[src/scaled_matrix_multiply_add_defines.svh]
// Assertion macros for the top module.
`ifndef SCALED_MATRIX_MULTIPLY_ADD_DEFINES_SVH
`define SCALED_MATRIX_MULTIPLY_ADD_DEFINES_SVH

// Check that cons holds in the same cycle as ante.
`define SMMA_ASSERT_IMP(lbl, ante, cons, msg) \
	lbl: assert property (@(posedge clk) disable iff (!arst_n) (ante) |-> (cons)) \
		else $error(msg);

// Check that cons holds in the cycle after ante.
`define SMMA_ASSERT_NXT(lbl, ante, cons, msg) \
	lbl: assert property (@(posedge clk) disable iff (!arst_n) (ante) |=> (cons)) \
		else $error(msg);

`endif

[src/smma_ram.sv]
`timescale 1ns / 1ps
module smma_ram #(
	parameter int WIDTH = 16,
	parameter int DEPTH = 64
) (
	input  logic                     clk,
	input  logic                     we,
	input  logic [$clog2(DEPTH)-1:0] waddr,
	input  logic [WIDTH-1:0]         wdata,
	input  logic [$clog2(DEPTH)-1:0] raddr,
	output logic [WIDTH-1:0]         rdata
);

	logic [WIDTH-1:0] mem_q [DEPTH];

	// Write one entry, read one entry with registered data
	always_ff @(posedge clk) begin
		if (we) begin
			mem_q[waddr] <= wdata;
		end
		rdata <= mem_q[raddr];
	end

endmodule

[config.mk]
export PLATFORM = sky130hd
export DESIGN_NAME = smma_ram
export DESIGN_NICKNAME = d
export VERILOG_FILES = /design/src/scaled_matrix_multiply_add_defines.svh /design/src/smma_ram.sv
export SDC_FILE = /design/constraint.sdc
export NUM_CORES = 1
export LEC_CHECK = 0
export BUFFER_PORTS_ARGS = -buffer_cell sky130_fd_sc_hd__buf_2
export CAP_MARGIN = 20
export CORE_UTILIZATION = 56
export CTS_BUF_LIST = sky130_fd_sc_hd__clkbuf_8
export CTS_CLUSTER_DIAMETER = 200
export DETAILED_ROUTE_END_ITERATION = 16
export GPL_ROUTABILITY_DRIVEN = 1
export PLACE_DENSITY = 0.75
export RECOVER_POWER = 25
export SYNTH_ARGS = -nofsm -noshare
export SYNTH_HDL_FRONTEND = slang
export SYNTH_SLANG_ARGS = --single-unit
[constraint.sdc]
create_clock -name clk -period 3.5 [get_ports clk]
set_clock_uncertainty 0.15 [all_clocks]
set_input_delay 0.7 -clock clk [delete_from_list [all_inputs] [get_ports clk]]
set_output_delay 0.7 -clock clk [all_outputs]
set_load 0.1 [all_outputs]
==> metrics.md <==
| Metric | Value |
|---|---|
| Final Max Tran Viols | `between 400 and 500` |
| Worst rel slew slack | `-87.3%` |
| Drt first pass iters | `5` |
| Busiest grt layer | `met2` |
| Post-DP HPWL | `56700 um` |
| Met2 Resource Use GR | `around two fifths` |
| Final Power | `24.2 mW` |
| Power density cells | `539 mW/mm2` |
| Worst Max-Slew Pin Slew | `~2.8 ns` |
| Compound-cell area share of the yosys netlist | `2.41%` |
| Crit Path Category | `in -> reg` |
| Highest clock rate | `335 MHz` |
| Crit path time final | `2.99 ns` |
| Grt ovf | `0` |
| GRT Util Overall | `25.9%` |
| Initial antenna violation count | `11` |
| CP delay by family, top | `buffers and inverters` |
| Area grow syn2layout | `12.4%` |
| Die height | `roughly 270 um` |
| Drt via density | `around 6.3` |
| Site Rows | `97` |
| LEAKAGE | `between 10 and 15 nW` |
| Status | `complete, but fails checks` |
| Synth cell types | `43` |
| Syn Inst Count | `about 1800` |
| Commonest register cell after synthesis | `edfxtp_1` |
| Synthesized area per cell | `21.9 um2` |
| DRC viols | `0` |
| DR iter-0 viols | `2500` |
| Met1 Use GR | `a little over a third` |
| Sequential-to-total area share from yosys stat | `77.6%` |
| Drt wl/cell | `29.2 um` |
| Xor and xnor area share after synthesis | `0%` |
| Clk slew on worst S/H paths | `0.06 ns` |
| Clock sink total | `approximately 1000` |
| Main combinational cell family by area after synthesis | `multiplexers` |
| Fin. Hold Viols | `0` |
| RSZ-0062 raised after global routing | `no` |
| # fillers | `4573` |
| Placer Congestion | `around 0.90` |
| Failing checks | `max-capacitance violations, max-slew violations` |
| Fin crit share | `85.4%` |
| CP Capture Type | `register` |
| Pre-CTS setup slack | `0.00558 ns` |
| Largest net degree at the start of global routing | `65` |
| Die X | `about 270 um` |
| Placed instance area | `around 0.042 mm2` |
| Most common cell in the netlist | `edfxtp_1` |
| Met3 Track Usage GR | `7.75%` |
| CTS max path bufs | `3` |
| Setup Buffers After CTS | `0` |
| Routed Antenna Nets | `0` |
| Worst Hold Class | `in -> reg` |
| Layout cell share with drive strength beyond 1 | `29.3%` |
| Worst-path maximum fanout | `50` |
| Ports | `46` |
| Port Buf Inserts | `45` |
| Final Instance Area | `0.0450 mm2` |
| Root buf cell | `clkbuf_8` |
| Arrival time of the worst setup path | `roughly 3.1 ns` |
| #FFs+latches synth | `1040` |
| Crit-path cells | `clkbuf_1 > clkbuf_1` |
| Syn Nets | `1859` |
| Die ar. | `0.0726 mm2` |
| Bufs and invs on worst path | `2` |
| Post-synth top cells | `edfxtp_1, mux4_2, mux2i_1` |
| Core Box Area | `0.0704 mm2` |
| PnR worst setup slack | `0.511 ns` |
| Maximum vdd drop | `406 uV` |
| Setup violations, final | `0` |
| Max cap viols | `8` |
| Critical Path Start Type | `primary input` |
| Worst reg2reg path depth | `4` |
| Total CTS buffers | `155` |
| Post-synth EDFFs | `a little over 1000` |
| Worst skew pair latency | `slightly above 0.8 ns` |
| Largest area contributor in the netlist | `edfxtp_1` |
| First-pass GRT wire length | `134000 um` |
| TNS Setup | `0 ns` |
| Vias | `19900` |
| Synth top area cells | `edfxtp_1, mux4_2, mux2i_1, dfxtp_1, mux2_2` |
| CP Depth | `2` |
| CTS tree | `done` |
| Vias in the first global route | `20100` |
| Hold path cells | `1` |
| Starting Density | `56.9%` |
| Critical Path RT | `3.56 ns` |
| Mux cell area share after synthesis | `15.5%` |
| CP max stage cell | `clkbuf_1` |
| Top-area cell type share of the netlist area | `76.8%` |
| Simple-gate portion of the synthesized area | `2.65%` |
| H-Tree Depth | `4` |
| Adder-cell share of the synthesized area | `0%` |
| Final nets | `~2100` |
| Synth async-reset ratio | `0%` |
| Cell mode on critical path | `clkbuf_1` |
| Max stage delay on crit path | `1.87 ns` |
| Routed Wire Length | `92700 um` |
| Yosys Warn Count | `0` |
| Cell Area, Synth | `0.0400 mm2` |
[path summary, 6_finish.rpt]
check                 from             to  slack [ns]
max              wdata[11]  mem_q[30][11]        0.51
min              wdata[11]   mem_q[0][11]        0.27
max reg2reg  mem_q[60][13]      rdata[13]        1.22
min reg2reg  mem_q[62][14]      rdata[14]        0.70
[flip-flops by register name, summed over array words and instances (netlist names)]
signal  flops
mem_q    1024
rdata      16
[placed cells by master, fill, tap and decap left out, types with 17 or more instances in the layout]
cell | Yosys | routed
a21oi_1 | 17 | 17
a22oi_1 | 39 | 39
buf_2 | 36 | 32
buf_4 | 13 | 159
clkbuf_8 | 0 | 162
clkinv_1 | 0 | 49
edfxtp_1 | 1024 | 1024
inv_1 | 0 | 40
mux2_2 | 27 | 27
mux2i_1 | 85 | 85
mux4_2 | 220 | 220
nand2_1 | 59 | 59
nand3_1 | 24 | 24
nor2_1 | 72 | 72
nor2b_1 | 30 | 30
[per-layer routing]
metal	routed length, um	vias to the layer above
met2	43400	1077
met3	9860	210
met4	4180	10
met5	58	-
li1	-	8263
met1	35200	10300
[worst register-to-register path: cells and delay by family, from the launching register on]
family | cells | cell delay [ns]
flops | 1 | 0.38
compound gates | 2 | 0.81
mux | 2 | 0.78
[metrics by stage]
stage                     cells  hold WS, ns  utilization, %
after global placement     2885        0.645            60.0
after floorplan            1829        0.600               -
final                      3171        0.272            63.9
after detailed placement   2885        0.668            60.0
after CTS                  3163        0.138            63.9
after global routing       3168        0.279            63.9
[cells by family (layout without fill, tap and decap cells)]
family,Yosys count,count (layout)
buf+inv,104,501
flops,1040,1040
other cells,0,5
compound gates,129,129
mux,336,336
simple gates,220,220
[timing repair]
item | CTS | global route
gates resized for setup | 0 | 0
hold endpoints to repair | 1 | 0
endpoints found under the setup margin | 0 | 0
hold buffers | 1 | 0
[area by class of cell]
class / instances / area, um2 / area share (%)
flip-flops and latches: 1040 / 31100 / 69.1
multi-input cells: 685 / 8250 / 18.3
clock buffers: 161 / 2220 / 4.93
repair buffers: 224 / 1720 / 3.82
well taps: 940 / 1180 / 2.61
clock inverters: 116 / 547 / 1.22
diodes: 5 / 12.5 / 0.0278
[report_power, final]
part	switching [mW]	internal [mW]
Combinational	1.01	0.505
Clock	4.52	4.36
Sequential	0.0490	13.8
Note: power is estimated with default switching activity, not from simulation.
