==> src/scaled_matrix_multiply_add_defines.svh <==
// Assertion macros for the top module.
`ifndef SCALED_MATRIX_MULTIPLY_ADD_DEFINES_SVH
`define SCALED_MATRIX_MULTIPLY_ADD_DEFINES_SVH

// Check that cons holds in the same cycle as ante.
`define SMMA_ASSERT_IMP(lbl, ante, cons, msg) \
	lbl: assert property (@(posedge clk) disable iff (!arst_n) (ante) |-> (cons)) \
		else $error(msg);

// Check that cons holds in the cycle after ante.
`define SMMA_ASSERT_NXT(lbl, ante, cons, msg) \
	lbl: assert property (@(posedge clk) disable iff (!arst_n) (ante) |=> (cons)) \
		else $error(msg);

`endif

==> src/smma_pkg.sv <==
`timescale 1ns / 1ps
package smma_pkg;

	localparam int MAX_DIM    = 8;
	localparam int DATA_WIDTH = 16;
	localparam int FRAC_BITS  = 12;

	localparam int IDX_W  = 3;
	localparam int CNT_W  = 4;
	localparam int DIM_W  = (MAX_DIM > 1) ? $clog2(MAX_DIM) : 1;
	localparam int ADDR_W = $clog2(MAX_DIM * MAX_DIM);
	localparam int PROD_W = 2 * DATA_WIDTH;
	localparam int ACC_W  = PROD_W + $clog2(MAX_DIM);
	localparam int REG_W  = 3;

	// Input commands
	localparam logic [1:0] CMD_WRITE_A = 2'd0;
	localparam logic [1:0] CMD_WRITE_B = 2'd1;
	localparam logic [1:0] CMD_WRITE_C = 2'd2;
	localparam logic [1:0] CMD_START   = 2'd3;

	// Configuration register indexes
	localparam logic [REG_W-1:0] REG_ROW_COUNT    = 3'd0;
	localparam logic [REG_W-1:0] REG_INNER_COUNT  = 3'd1;
	localparam logic [REG_W-1:0] REG_COLUMN_COUNT = 3'd2;
	localparam logic [REG_W-1:0] REG_ALPHA_GAIN   = 3'd3;
	localparam logic [REG_W-1:0] REG_BETA_GAIN    = 3'd4;

	typedef logic [DIM_W-1:0]             dim_idx_t;
	typedef logic signed [DATA_WIDTH-1:0] data_t;
	typedef logic signed [ACC_W-1:0]      acc_t;

	typedef struct packed {
		logic [1:0]             cmd;
		logic [IDX_W-1:0]       row_index;
		logic [IDX_W-1:0]       col_index;
		logic signed [DATA_WIDTH-1:0] elem_value;
	} smma_in_t;

	typedef struct packed {
		logic [IDX_W-1:0]       out_row;
		logic [IDX_W-1:0]       out_col;
		logic signed [DATA_WIDTH-1:0] out_value;
		logic                   saturated;
		logic                   last_result;
	} smma_out_t;

	// Element of A travelling down the cell row, tagged with its inner index
	typedef struct packed {
		logic                   valid;
		logic [DIM_W-1:0]       p;
		logic signed [DATA_WIDTH-1:0] a;
	} smma_link_t;

	typedef enum logic [2:0] {
		ST_IDLE,
		ST_FEED,
		ST_DRAIN,
		ST_RD,
		ST_MUL,
		ST_FIN
	} smma_state_t;

endpackage

==> src/smma_cell.sv <==
`timescale 1ns / 1ps
module smma_cell (
	input  logic                clk,
	input  logic                arst_n,
	input  logic                b_we,
	input  smma_pkg::dim_idx_t  b_row,
	input  smma_pkg::data_t     b_data,
	input  logic                clear,
	input  smma_pkg::smma_link_t link_in,
	output smma_pkg::smma_link_t link_out,
	output smma_pkg::acc_t      acc
);
	import smma_pkg::*;

	data_t                      b_q [MAX_DIM];
	logic signed [PROD_W-1:0]   prod_s1;
	logic                       prod_v_s1;
	acc_t                       acc_q;
	logic                       link_v_q;
	dim_idx_t                   link_p_q;
	data_t                      link_a_q;

	// Hold this cell's column of B
	always_ff @(posedge clk) begin
		if (b_we) begin
			b_q[b_row] <= b_data;
		end
	end

	// Pass the A element on and form its product with B
	always_ff @(posedge clk or negedge arst_n) begin
		if (!arst_n) begin
			link_v_q  <= 1'b0;
			prod_v_s1 <= 1'b0;
		end else begin
			link_v_q  <= link_in.valid;
			prod_v_s1 <= link_in.valid;
		end
	end

	always_ff @(posedge clk) begin
		link_p_q <= link_in.p;
		link_a_q <= link_in.a;
		prod_s1  <= link_in.a * b_q[link_in.p];
	end

	// Accumulate products for this column
	always_ff @(posedge clk) begin
		if (clear) begin
			acc_q <= '0;
		end else if (prod_v_s1) begin
			acc_q <= acc_q + ACC_W'(prod_s1);
		end
	end

	assign link_out.valid = link_v_q;
	assign link_out.p     = link_p_q;
	assign link_out.a     = link_a_q;
	assign acc            = acc_q;

endmodule

==> config.mk <==
export PLATFORM = sky130hd
export DESIGN_NAME = smma_cell
export DESIGN_NICKNAME = d
export VERILOG_FILES = /design/src/scaled_matrix_multiply_add_defines.svh /design/src/smma_pkg.sv /design/src/smma_cell.sv
export SDC_FILE = /design/constraint.sdc
export NUM_CORES = 1
export LEC_CHECK = 0
export BUFFER_PORTS_ARGS = -buffer_cell sky130_fd_sc_hd__buf_4
export CELL_PAD_IN_SITES_DETAIL_PLACEMENT = 1
export CELL_PAD_IN_SITES_GLOBAL_PLACEMENT = 1
export CORE_UTILIZATION = 46
export DETAILED_ROUTE_END_ITERATION = 10
export PLACE_DENSITY_LB_ADDON = 0.1
export RECOVER_POWER = 100
export SLEW_MARGIN = 25
export SYNTH_ARGS = -nofsm -noshare
export SYNTH_HDL_FRONTEND = slang
export SYNTH_SLANG_ARGS = --single-unit
==> constraint.sdc <==
create_clock -name clk -period 6.2 [get_ports clk]
set_input_delay 0 -clock clk [delete_from_list [all_inputs] [get_ports clk]]
set_output_delay 0 -clock clk [all_outputs]
set_load 0.005 [all_outputs]
==> run summary <==
CTS tree: done
Unrepaired setup endpoints after global routing: true
Final setup margin: -0.364 ns
CTS H-tree lvls: 1
Post-Synth Adder-Cell Area: 35.4%
Mux share of post-synthesis cell area: 5.23%
Run status: complete, but fails checks
Most common cell after layout, fill and taps aside: inv_1
Row count: 74
Distinct cells, synth: 73
Endpoints failing hold: 0
Antenna-violating nets left: 0
Final setup fails: 16
Most frequent cells in the layout: inv_1 (309), fa_1 (259), buf_4 (153), nand2_1 (147), edfxtp_1 (128)
Clock Skew: 0.0302 ns
Setup_tns: -2.92 ns
WHS Endpoint: link_v_q$_DFF_PN0_
Max capacitance violation total: 8
Chip Width: 205 um
Grt total ovfl: 0
Post-Synth Simple-Gate Area: 12.9%
Minimum clock period: 6.56 ns
Failing checks: max-capacitance violations, max-slew violations, negative setup slack
I/O pin cnt: 98
Post-DP HPWL: 38600 um
Hold WC Path Type: input pin to flip-flop
Post-synth top area cell: fa_1
Layout area overhead: 22.7%
Post-DR wirelength/cell: 19.6 um
Cts bufs inserted: 25
R2r setup slk: -0.36 ns
First DRT Iteration DRCs: 559
Drt pass-1 iters: 5
Required time of the worst setup path: 6.64 ns
Layout cell share with drive strength beyond 1: 19.7%
Longest Clk Path Bufs: 3
Post-synthesis register bit count: 215
CTS Root Cell: clkbuf_16
Most numerous cell on the critical path: fa_1
Clk sink count: 215
Syn Area/Cell: 10.8 um^2
XOR/XNOR share of the synthesized area: 2.12%
Area of the multi-input gates: 12400 um^2
Slowest CP cell: fa_1
Starting Density: 46.6%
Nets@finish: 2473
Vias: 13600
Port buffer count: 97
Post-synthesis sequential area ratio: 29.5%
Largest net degree at the start of global routing: 50
ANT cells: 0
Core ar.: 40700 um^2
EDFF count, synth: 128
CP Launch Type: flip-flop
Reg2reg end: prod_s1[31]$_DFF_P_
Fillers: 4383
Leading post-synthesis cells by cell area: fa_1 (28%), edfxtp_1 (20%), dfxtp_1 (9.1%)
Slew HR: -93.9%
Via-per-instance ratio: 5.24
Part of the cycle the worst path needs: 106%
Top delay family on crit path: adder cells
Vias in the first global route: 15600
Critical Path Fanout Max: 6
Top cell type's share of synthesized area: 27.7%
GR Layer Usage met3: 2.99%
Routed wire length: 50900 um
Compound-gate portion of the synthesized area: 7.48%
Die Ht: 205 um
Met2 Usage GRT: 46.1%
Post-Synthesis Cells: 1761
Gr usage total: 25.0%
Remaining DRCs: 0
First-pass GRT wire length: 81900 um
Minimum hold slack: 0.120 ns
Ys async rst share: 0.465%
Hold wc startpoint: link_in[19]
Most used DFF post-synth: edfxtp_1
Final Non-Filler Cells: 2602
Worst-path clk slew: 0.07 ns
Worst-margin pin slew: 2.89 ns
Met1 usage: 30.9%
Max Slew Vio Count: 150
Post-synthesis cell area: 19000 um^2
Reg-to-Reg Start: b_q[1][6]$_DFFE_PP_
Worst EP arrival: 7.00 ns
YS warnings: 0
Setup Crit Path Kind: flip-flop to flip-flop
Largest family of logic cells by synthesized area: adder cells
Cell count after placement: 2478
Register Area: 5590 um^2
Synthesized Nets: 2183
Clk_lat worst skew: 0.56 ns
Routability cong.: 0.817
Full die area: 42100 um^2
GRT busiest layer: met2
Initial antenna violation count: 0
FF-to-FF path depth: 22
Worst Setup End Kind: flip-flop
Hold depth: 2
CP max stage delay: 0.55 ns
Worst path bufs/invs: 5
Crit path cell chain: mux4_2 -> mux2i_4 -> buf_6 -> nor2b_4 -> fa_1 -> inv_2 -> fa_1 -> fa_1 -> inv_2 -> fa_1 -> fa_1 -> inv_1 -> fa_1 -> inv_2 -> ha_4 -> or3_4 -> nor3_4 -> nand2_2 -> a2111oi_4 -> o21ai_2 -> a2111oi_2 -> a311oi_1
FMAX: 0.152 GHz
==> cell type report <==
cell class / instances / area share (%)
flip-flops and latches: 215 / 24.0
clock inverters: 16 / 0.784
multi-input cells: 1170 / 53.2
clock buffers: 30 / 3.03
repair buffers: 318 / 11.0
well taps: 532 / 2.86
inverters: 321 / 5.17
==> kinds of logic (layout without fill, tap and decap cells) <==
group,count (synthesis),after routing
simple gates,478,478
fa+ha+maj,379,379
buf+inv,376,685
flops,215,215
compound gates,209,209
mux,58,58
xor+xnor,46,46
==> how the worst max path moves through the flow <==
stage / start / end / slack [ns] / cells after the start
4_1_cts: b_q[4][2]$_DFFE_PP_ / prod_s1[29]$_DFF_P_ / -0.33 / 23
2_1_floorplan: b_q[3][2]$_DFFE_PP_ / prod_s1[31]$_DFF_P_ / -0.17 / 23
5_1_grt: b_q[3][6]$_DFFE_PP_ / prod_s1[31]$_DFF_P_ / -0.64 / 22
3_5_place_dp: b_q[3][5]$_DFFE_PP_ / prod_s1[31]$_DFF_P_ / -0.63 / 23
3_3_place_gp: link_in[16] / prod_s1[31]$_DFF_P_ / -0.40 / 24
6_report: b_q[1][6]$_DFFE_PP_ / prod_s1[31]$_DFF_P_ / -0.36 / 22
==> Yosys cell counts, types with 11 or more instances <==
cell / n
edfxtp_1: 128
nand3_1: 18
mux4_2: 32
o21ai_0: 31
fa_1: 263
dfxtp_1: 86
nor2_1: 73
nor2b_1: 81
a211oi_1: 11
inv_1: 320
nor3_1: 24
ha_1: 116
xnor2_1: 33
and2_1: 49
xor2_1: 13
a21oi_1: 55
mux2i_1: 17
nand2b_1: 31
nand2_1: 151
o21a_1: 19
a21o_1: 25
clkbuf_1: 49
==> routing by layer <==
layer | part of all wire [%] | routed length (um)
met5 | 0 | 0
met1 | 42 | 21600
met2 | 52 | 26700
met4 | 2.1 | 1070
met3 | 3.1 | 1590
==> metrics by stage <==
step | util [%] | cell area, um^2 | worst slack (ns)
finish | 57.2 | 23300 | -0.364
global placement | 53.0 | 21600 | -0.402
detailed placement | 53.0 | 21600 | -0.634
CTS | 57.2 | 23300 | -0.332
floorplan | - | 19200 | -0.166
global route | 57.2 | 23300 | -0.636
==> repair_timing <==
| action | in CTS | in global routing |
|---|---|---|
| pin swaps | 54 | 25 |
| buffers inserted | 21 | 15 |
| hold buffers | 42 | 0 |
| resized for setup | 60 | 35 |
| endpoints found under the hold margin | 207 | 0 |
| gates cloned | 0 | 0 |
| endpoints found under the setup margin | 15 | 18 |
==> sequential cells by signal, indices dropped and copies added, names as in the netlist <==
| name | count |
|---|---|
| b_q | 128 |
| acc | 35 |
| link_p_q | 3 |
| prod_s1 | 32 |
| link_a_q | 16 |
| link_v_q | 1 |
Power is left out: the tool's default activity adds up to more than one toggle a clock period on the data nets, which glitch-free logic cannot reach.
